### src/sqwg_queue.sv
// Small register queue decoupling the phase front end from the CORDIC back end.
`timescale 1ns / 1ps

module sqwg_queue #(
  parameter int WIDTH = 17,
  parameter int DEPTH = 4
) (
  input  logic             clk,
  input  logic             rst_n,
  input  logic             push,
  input  logic [WIDTH-1:0] push_data,
  input  logic             pop,
  output logic [WIDTH-1:0] pop_data,
  output logic             full,
  output logic             empty
);

  localparam int PW = (DEPTH > 1) ? $clog2(DEPTH) : 1;
  localparam int CNW = $clog2(DEPTH + 1);

  logic [WIDTH-1:0] mem_r [DEPTH];
  logic [PW-1:0]    wr_ptr_r, rd_ptr_r;
  logic [CNW-1:0]   cnt_r;

  assign full     = (cnt_r == CNW'(DEPTH));
  assign empty    = (cnt_r == '0);
  assign pop_data = mem_r[rd_ptr_r];

  always_ff @(posedge clk) begin
    if (!rst_n) begin
      wr_ptr_r <= '0;
      rd_ptr_r <= '0;
      cnt_r    <= '0;
    end else begin
      if (push) begin
        wr_ptr_r <= (wr_ptr_r == PW'(DEPTH - 1)) ? '0 : wr_ptr_r + 1'b1;
      end
      if (pop) begin
        rd_ptr_r <= (rd_ptr_r == PW'(DEPTH - 1)) ? '0 : rd_ptr_r + 1'b1;
      end
      if (push && !pop) begin
        cnt_r <= cnt_r + 1'b1;
      end else if (pop && !push) begin
        cnt_r <= cnt_r - 1'b1;
      end
    end
    if (push) begin
      mem_r[wr_ptr_r] <= push_data;
    end
  end

endmodule

### config.mk
export PLATFORM = sky130hd
export DESIGN_NAME = sqwg_queue
export DESIGN_NICKNAME = d
export VERILOG_FILES = /design/src/sqwg_queue.sv
export SDC_FILE = /design/constraint.sdc
export NUM_CORES = 1
export LEC_CHECK = 0
export BUFFER_PORTS_ARGS = -buffer_cell sky130_fd_sc_hd__buf_2
export CORE_MARGIN = 3
export CORE_UTILIZATION = 55
export DETAILED_ROUTE_END_ITERATION = 12
export GPL_ROUTABILITY_DRIVEN = 0
export PLACE_DENSITY = 0.76
export SLEW_MARGIN = 5
export SYNTH_ARGS = -nofsm -noshare
export SYNTH_HDL_FRONTEND = slang
export SYNTH_SLANG_ARGS = --single-unit
### constraint.sdc
create_clock -name clk -period 2.9 [get_ports clk]
set_clock_uncertainty 0.15 [all_clocks]
set_input_delay 0.58 -clock clk [delete_from_list [all_inputs] [get_ports clk]]
set_output_delay 0.58 -clock clk [all_outputs]
set_load 0.02 [all_outputs]
==> results.cfg <==
[outcome]
status = completed

[sta]
finalHoldViolations = 0
hold_ws_ns = 0.301
tightest_slew_ns = 0.470
setup_tns_ns = 0
finalSetupViolCount = 0
slew_headroom_pct = 68.7
max_clock_freq_mhz = 400
fin_ws_ns = 0.398
grt_setup_unrepaired = false
fin_crit_sh_pct = 86.3
post-route-min-period_ns = 2.50
slew_viol_final = 0

[synth]
synth.distinct_cells = 22
yosysTopAreaCell = edfxtp_1
async_flop_share_pct = 0
syn_nets = 161
ys_seq_elements = 77
synth.avg_cell_area_sq_um = 22.2
synth_area_sq_um = 2950
yosys-top-cells-count = edfxtp_1 (68), mux4_2 (10), dfxtp_1 (9), mux4_1 (7), ha_1 (6)
ys.flop_type = edfxtp_1
synth-edff-count = 68
netlist_instances = 133
synth_area_leaders = edfxtp_1 (69%), mux4_2 (7.6%), mux4_1 (6.2%)
yosysMostFrequentCell = edfxtp_1
synth.top_cell.area_share_pct = 69.2
ys_seq_area_share_pct = 75.3
yosysWarnings = 0

[worst_setup_path]
reg2reg_depth = 4
path_buf_inv = 2
cp.arrival_ns = 1.77
crit_chain = buf_4 -> mux4_1 -> buf_2
worstReg2RegEnd = mem_r[2][15]$_DFFE_PP_
max_stage_delay_ns = 0.63
cp-end-kind = output pin
slowest_stage = mux4_1
start_kind = flop
critPathKind = flop to output pin
critPathMaxFanout = 17
cp_top_family = multiplexers
r2r_slack_ns = 1.16
crit_required_ns = 2.17
timing.rr.start = wr_ptr_r[0]$_SDFFE_PN0P_

[min_path]
hp-start = push_data[12]
whs_path_depth = 1
hold_path.class = input port to flop
whs_endpoint = mem_r[0][12]$_DFFE_PP_

[routing]
drt_first_pass_iters = 4
ant_nets = 0
wl_per_cell_um = 17.8
drt_iter0_drc = 86
viasPerCell = 5.41
drc_errors = 0
via_count = 1407
routed_wl_um = 4630

[floorplanning]
initial_utilization_pct = 57.4
dieArea_sq_um = 6280
row_count = 26
core_region_area_sq_um = 5140
die_w_um = 79.2
die_h_um = 79.2
io_pins = 40

[run]
drv_cap = 0

[placed_design]
dp_slack_ns = 0.605
place_inst = 244
hpwl_um = 2940
port_buffers = 39

[power]
p_per_area_nw_per_um2 = 734
peakVddDrop_uv = 507
finalPower_uw = 2570
cellLeakagePower_uw = 0.00127

[global_routing]
grtUsageMet2_pct = 26.9
grt_overflow = 0
use_met1_pct = 20.5
busiest_layer = met2
grt_max_degree = 18
track_usage_pct = 16.9
grt_pass1_wl_um = 7410
antenna_found_initial = 0
grt_pass1_vias = 1473
grt_use_met3_pct = 6.01

[cts]
cts_setup_buffers = 0
clock-root-buffer = clkbuf_8
cts_buffer_depth = 2
cts_tree = built
insertion_delay_ns = 0.34
htreeDepth = 3
post_cts_resized = 0
clock-sinks = 77
numCtsBuffers = 9
hold_buffers = 0
path_clk_slew_ns = 0.07

[cells_and_area]
nets = 213
drive_above_1_share_pct = 37.4
fin_cells = 260
area_growth_pct = 18.6
diodes = 0
-- per-stage QoR --
step,utilization [%],instance area [sq um]
after global routing,68.1,3500
after CTS,68.1,3500
after floorplan,-,2950
after global placement,63.0,3240
after detailed placement,63.0,3240
final,68.1,3500
-- state kept, by name (all words and copies together) (netlist names), named ones only --
signal / count
cnt_r: 3
mem_r: 68
rd_ptr_r: 2
wr_ptr_r: 2
-- where the power goes --
| part | internal, uW | total, uW | switching [uW] | leakage (uW) |
|---|---|---|---|---|
| sequential | 1260 | 1290 | 21.7 | 0.000699 |
| clock | 655 | 1020 | 367 | 0.000129 |
| combinational | 112 | 261 | 149 | 0.000439 |
| total | 2030 | 2570 | 538 | 0.00127 |
-- layout by cell type, fill, tap and decap left out, drive strengths merged, types with 5 or more instances in the layout --
master,n
edfxtp,68
nor2b,5
mux4,17
and2,5
buf,45
dfxtp,9
ha,6
clkbuf,9
-- layout make-up --
| cell class | count | area (sq um) |
|---|---|---|
| clock buffers | 9 | 124 |
| clock inverters | 7 | 138 |
| fillers | 354 | 1640 |
| inverters | 4 | 15.0 |
| multi-input cells | 48 | 672 |
| flip-flops and latches | 77 | 2220 |
| well taps | 70 | 87.6 |
| repair buffers | 45 | 240 |
-- how the worst max path moves through the flow --
stage	from	to	depth (start not counted)
floorplan	pop	cnt_r[2]$_SDFFE_PN0P_	7
global placement	pop	cnt_r[2]$_SDFFE_PN0P_	8
detailed placement	pop	cnt_r[2]$_SDFFE_PN0P_	8
CTS	flop	pop_data[16]	3
global route	flop	pop_data[16]	3
finish	flop	pop_data[16]	3
-- kinds of logic (layout without fill, tap and decap cells) --
family	Yosys count	in the layout	share of synthesized area [%]
xor+xnor	2	2	0.594
mux	21	21	15.2
flops	77	77	75.3
simple gates	15	15	3.05
compound gates	3	3	0.679
fa+ha+maj	7	7	3.22
buf+inv	8	65	1.91
-- layer usage --
metal | up-vias | wire, um
met5 | - | 0
met4 | 0 | 80
met3 | 8 | 237
met2 | 41 | 2430
met1 | 715 | 1880
li1 | 643 | -
Note: power is estimated with default switching activity, not from simulation.
