[src/sqwg_pkg.sv]
// Shared types and constants for the quadrature sine/cosine generator.
`timescale 1ns / 1ps

package sqwg_pkg;

  // Configuration port layout
  localparam int CFG_IDX_W  = 3;
  localparam int CFG_DATA_W = 32;

  localparam logic [CFG_IDX_W-1:0] REG_FREQUENCY    = 3'd0;
  localparam logic [CFG_IDX_W-1:0] REG_PHASE_TURNS  = 3'd1;
  localparam logic [CFG_IDX_W-1:0] REG_AMPLITUDE    = 3'd2;
  localparam logic [CFG_IDX_W-1:0] REG_DC_OFFSET    = 3'd3;
  localparam logic [CFG_IDX_W-1:0] REG_COMPLEX_MODE = 3'd4;

  // Register reset values
  localparam logic [31:0]        FREQUENCY_RST = 32'd3276800;  // 50.0 in Q16.16
  localparam logic [15:0]        PHASE_RST     = 16'd0;
  localparam logic signed [15:0] AMPLITUDE_RST = 16'sd32767;
  localparam logic signed [15:0] DC_OFFSET_RST = 16'sd0;

  // Depth of the queue between front and back end
  localparam int QUEUE_DEPTH = 4;

  // CORDIC rotation: datapath width (Q2.30 plus headroom), gain-compensated start
  localparam int CORDIC_STEPS = 16;
  localparam int CW           = 34;
  localparam logic signed [CW-1:0] CORDIC_GAIN = 34'sd652032874;

  // atan(2^-i) as a 32-bit fraction of a turn
  localparam logic [31:0] ARC_TURNS [CORDIC_STEPS] = '{
    32'h20000000, 32'h12E4051E, 32'h09FB385B, 32'h051111D4,
    32'h028B0D43, 32'h0145D7E1, 32'h00A2F61E, 32'h00517C55,
    32'h0028BE53, 32'h00145F2F, 32'h000A2F98, 32'h000517CC,
    32'h00028BE6, 32'h000145F3, 32'h0000A2FA, 32'h0000517D
  };

  // Live configuration
  typedef struct packed {
    logic [31:0]        frequency;
    logic [15:0]        phase_turns;
    logic signed [15:0] amplitude;
    logic signed [15:0] dc_offset;
    logic               complex_mode;
  } cfg_t;

endpackage

[src/sqwg_front.sv]
// Front end: accepts sample times, forms the phase and folds it to the right half-plane.
`timescale 1ns / 1ps

module sqwg_front import sqwg_pkg::*; #(
  parameter int PHASE_BITS = 16
) (
  input  logic                clk,
  input  logic                rst_n,
  input  cfg_t                cfg,
  input  logic                in_valid,
  output logic                in_ready,
  input  logic [31:0]         time_value,
  input  logic                q_full,
  output logic                q_push,
  output logic [PHASE_BITS:0] q_entry      // {flip, folded phase}
);

  logic        en;
  logic        v1_r, v2_r;
  logic [31:0] p_lo_r;
  logic [15:0] p_ab_r, p_ba_r;
  logic [31:0] phase;
  logic        flip;
  logic [PHASE_BITS:0] entry_r;

  // whole front stalls only when its last stage cannot drain into the queue
  assign en       = !(v2_r && q_full);
  assign in_ready = en;
  assign q_push   = v2_r && !q_full;
  assign q_entry  = entry_r;

  // stage 2 phase: low word of freq*time plus offset at bit 16
  always_comb begin
    phase = p_lo_r + {p_ab_r + p_ba_r + cfg.phase_turns, 16'h0000};
    flip  = phase[31] ^ phase[30];
  end

  always_ff @(posedge clk) begin
    if (!rst_n) begin
      v1_r <= 1'b0;
      v2_r <= 1'b0;
    end else if (en) begin
      v1_r <= in_valid;
      v2_r <= v1_r;
    end
    if (en) begin
      // partial products; only the low 32 bits of the full product matter
      p_lo_r  <= cfg.frequency[15:0] * time_value[15:0];
      p_ab_r  <= 16'(cfg.frequency[15:0] * time_value[31:16]);
      p_ba_r  <= 16'(cfg.frequency[31:16] * time_value[15:0]);
      // quantise, then rotate by half a turn into [-1/4, 1/4) when needed
      entry_r <= {flip, phase[31] ^ flip, phase[30 -: PHASE_BITS-1]};
    end
  end

endmodule

[config.mk]
export PLATFORM = sky130hd
export DESIGN_NAME = sqwg_front
export DESIGN_NICKNAME = d
export VERILOG_FILES = /design/src/sqwg_pkg.sv /design/src/sqwg_front.sv
export SDC_FILE = /design/constraint.sdc
export NUM_CORES = 1
export LEC_CHECK = 0
export BUFFER_PORTS_ARGS = -buffer_cell sky130_fd_sc_hd__buf_2
export CORE_UTILIZATION = 40
export DETAILED_ROUTE_END_ITERATION = 8
export GPL_TIMING_DRIVEN = 0
export PLACE_DENSITY = 0.6
export SYNTH_ARGS = -nofsm -noshare
export SYNTH_HDL_FRONTEND = slang
export SYNTH_SLANG_ARGS = --single-unit
[constraint.sdc]
create_clock -name clk -period 20.5 [get_ports clk]
set_input_delay 3.075 -clock clk [delete_from_list [all_inputs] [get_ports clk]]
set_output_delay 3.075 -clock clk [all_outputs]
set_load 0.01 [all_outputs]
==> reports/metrics.csv <==
metric;value;unit
Crit path required time;20.59;ns
drc violations;0;
nets;2922;
number of global-route vias before repair;14970;
Reg area;1992;um2
worst reg2reg endpoint;q_entry[16]$_DFFE_PN_;
EDFF count, synth;65;
Placement Cell Area;20560;um2
Clock Pin Slew Worst Setup and Hold Paths;0.06;ns
Post-Syn Instances;2102;
Synth area leader;fa_1;
final worst path period need;9.919;ns
Worst setup SP type;input pin;
Post-synth ARST share;0;
CP Launch Point;time_value[2];
Max Fclk;0.1008;GHz
remaining antenna violation count after routing;0;
share of cells above drive strength 1;0.05696;
Slew @ Worst Pin;0.8825;ns
global-route wire length before repair;82900;um
TritonRoute pass-1 iters;5;
TritonCTS Buffers;9;
Sum Neg Setup Slack;0;ns
vias per cell;5.016;
Critical Path End Type;flop;
CTS tree;yes;
RSZ-0062 raised after global routing;false;
Synthesized Nets;2817;
worst hold start;v1_r$_SDFFE_PN0N_;
final count of pins violating max slew;0;
register area share after synthesis;0.1031;
post-CTS setup buffers;0;
reg2reg path depth;17;
initial DRC count;906;
Resized Gates After CTS;0;
Root Buffer;clkbuf_16;
die width;221.7;um
Final setup viols;0;
row cnt;80;
Seq cells post-synth;67;
via count;14180;
largest net degree at the start of global routing;68;
post-detail-place hpwl;43470;um
area delta synth->final;8.060;%
Total GRT Usage;0.2199;
antenna violations before repair;4;
Multi-input gate area;15240;um2
Post-Syn Area;19310;um2
Slew headroom;0.4116;
Syn Area/Cell;9.187;um2
Die Span Y;221.7;um
max-cap viol count;0;
final instance area;20870;um2
CORE AREA;47650;um2
fillers;4699;
Clock Latency Late Sink;0.34;ns
Synth cell types;54;
IO Pins;136;
Max Root-Sink Buffers;2;
H-Tree Depth;3;
reg-to-reg critical path startpoint;p_ab_r[1]$_DFFE_PN_;
top cells by area, synth;fa_1, ha_1, edfxtp_1, inv_1, nand2_1;
status;finished clean;
wire per inst;18.42;um
worst setup path category;input pin to flop;
Initial Util;0.4053;
clk_skew;0.007583;ns
critical path arrival;10.01;ns
Synthesis Warnings;0;
# diodes;0;
IO Port Bufs;94;
HP Class;flop to flop;
most frequent cells in the layout;inv_1, fa_1, nand2_1;
Final Hold Vio Count;0;
RePlAce Congestion;0.9322;
reg2reg setup slack;15.79;ns
grt ovf;0;
DRT Wirelength;52080;um
most common cell after layout, fill and taps aside;inv_1;
area fraction of the dominant cell type after synthesis;0.3836;
Hold Buf Count CTS;0;
Critical Path Fanout Max;10;
period utilization;0.4839;
CTS sink count;67;
CP Capture Point;p_lo_r[30]$_DFFE_PN_;
dominant synthesized flop cell;edfxtp_1;
die area;49160;um2
[routing by layer]
metal	share of wire	up-vias	global-route usage
met3	0.062	63	0.02571
met2	0.48	467	0.3690
met4	0.025	0	0.05959
li1	-	6516	-
met5	0	-	0
met1	0.43	7133	0.3004
[kinds of logic after synthesis]
logic type / after synthesis / synth area share
simple gates: 625 / 0.1545
xor+xnor: 126 / 0.05715
flops: 67 / 0.1031
fa+ha+maj: 598 / 0.5313
compound gates: 129 / 0.04561
buf+inv: 557 / 0.1083
[final cells by class]
cell class / instances / share of cell area
plain buffers: 86 / 0.01547
clock buffers: 9 / 0.01079
clock inverters: 7 / 0.004017
inverters: 471 / 0.08472
multi-input cells: 1478 / 0.7301
flip-flops and latches: 67 / 0.09546
well taps: 615 / 0.03687
repair buffers: 94 / 0.02254
[worst max-delay path: stages]
cell,delay (ns)
buf_2,0.10
clkbuf_1,0.56
clkbuf_1,0.61
nand2_1,0.16
fa_1,0.53
fa_1,0.56
inv_1,0.06
fa_1,0.48
fa_1,0.51
fa_1,0.55
inv_1,0.07
fa_1,0.48
inv_1,0.05
ha_1,0.27
and4_1,0.27
o211a_1,0.18
a22oi_2,0.16
a211oi_1,0.56
a21oi_2,0.19
o211ai_1,0.30
a21oi_1,0.13
xnor2_1,0.14
[state kept, by name, summed over array words and instances, names as in the netlist]
signal   flops
p_lo_r      16
q_entry     17
p_ab_r      16
v2_r         1
v1_r         1
p_ba_r      16
[cell usage after synthesis (2+ instances only)]
master / n
inv_1: 471
fa_1: 370
nand2_1: 342
ha_1: 228
and2_1: 204
xnor2_1: 93
clkbuf_1: 85
edfxtp_1: 65
a21oi_1: 42
xor2_1: 33
nor2_1: 22
a21o_1: 16
nor3_1: 14
o21bai_1: 12
o21ai_0: 11
nand3_1: 8
nor2b_1: 8
o21a_1: 6
o21ai_1: 6
and3_1: 5
a31oi_1: 4
nand2b_1: 4
or2_2: 4
a211oi_1: 3
and4_1: 3
nand4_1: 3
o211ai_1: 3
or3_1: 3
a2111oi_0: 2
a21oi_2: 2
a311o_2: 2
a41oi_1: 2
dfxtp_1: 2
nor4_1: 2
o311ai_1: 2
o41ai_1: 2
[worst min-delay path by stage]
stage,endpoint,depth (start not counted)
final,v2_r$_SDFFE_PN0N_,2
after detailed placement,v2_r$_SDFFE_PN0N_,2
after CTS,v2_r$_SDFFE_PN0N_,2
after global routing,v2_r$_SDFFE_PN0N_,2
after floorplan,v2_r$_SDFFE_PN0N_,2
after global placement,v2_r$_SDFFE_PN0N_,2
[through the flow]
step	util	setup WS [ns]	std cells	hold slack, ns
after floorplan	-	11.80	2102	0.4590
after CTS	0.4380	10.53	2827	0.4983
after detailed placement	0.4315	10.22	2811	0.4811
after global routing	0.4380	10.22	2827	0.5268
final	0.4380	10.58	2827	0.4905
after global placement	0.4313	10.27	2811	0.4699
Power is left out: the tool's default activity adds up to more than one toggle a clock period on the data nets, which glitch-free logic cannot reach.
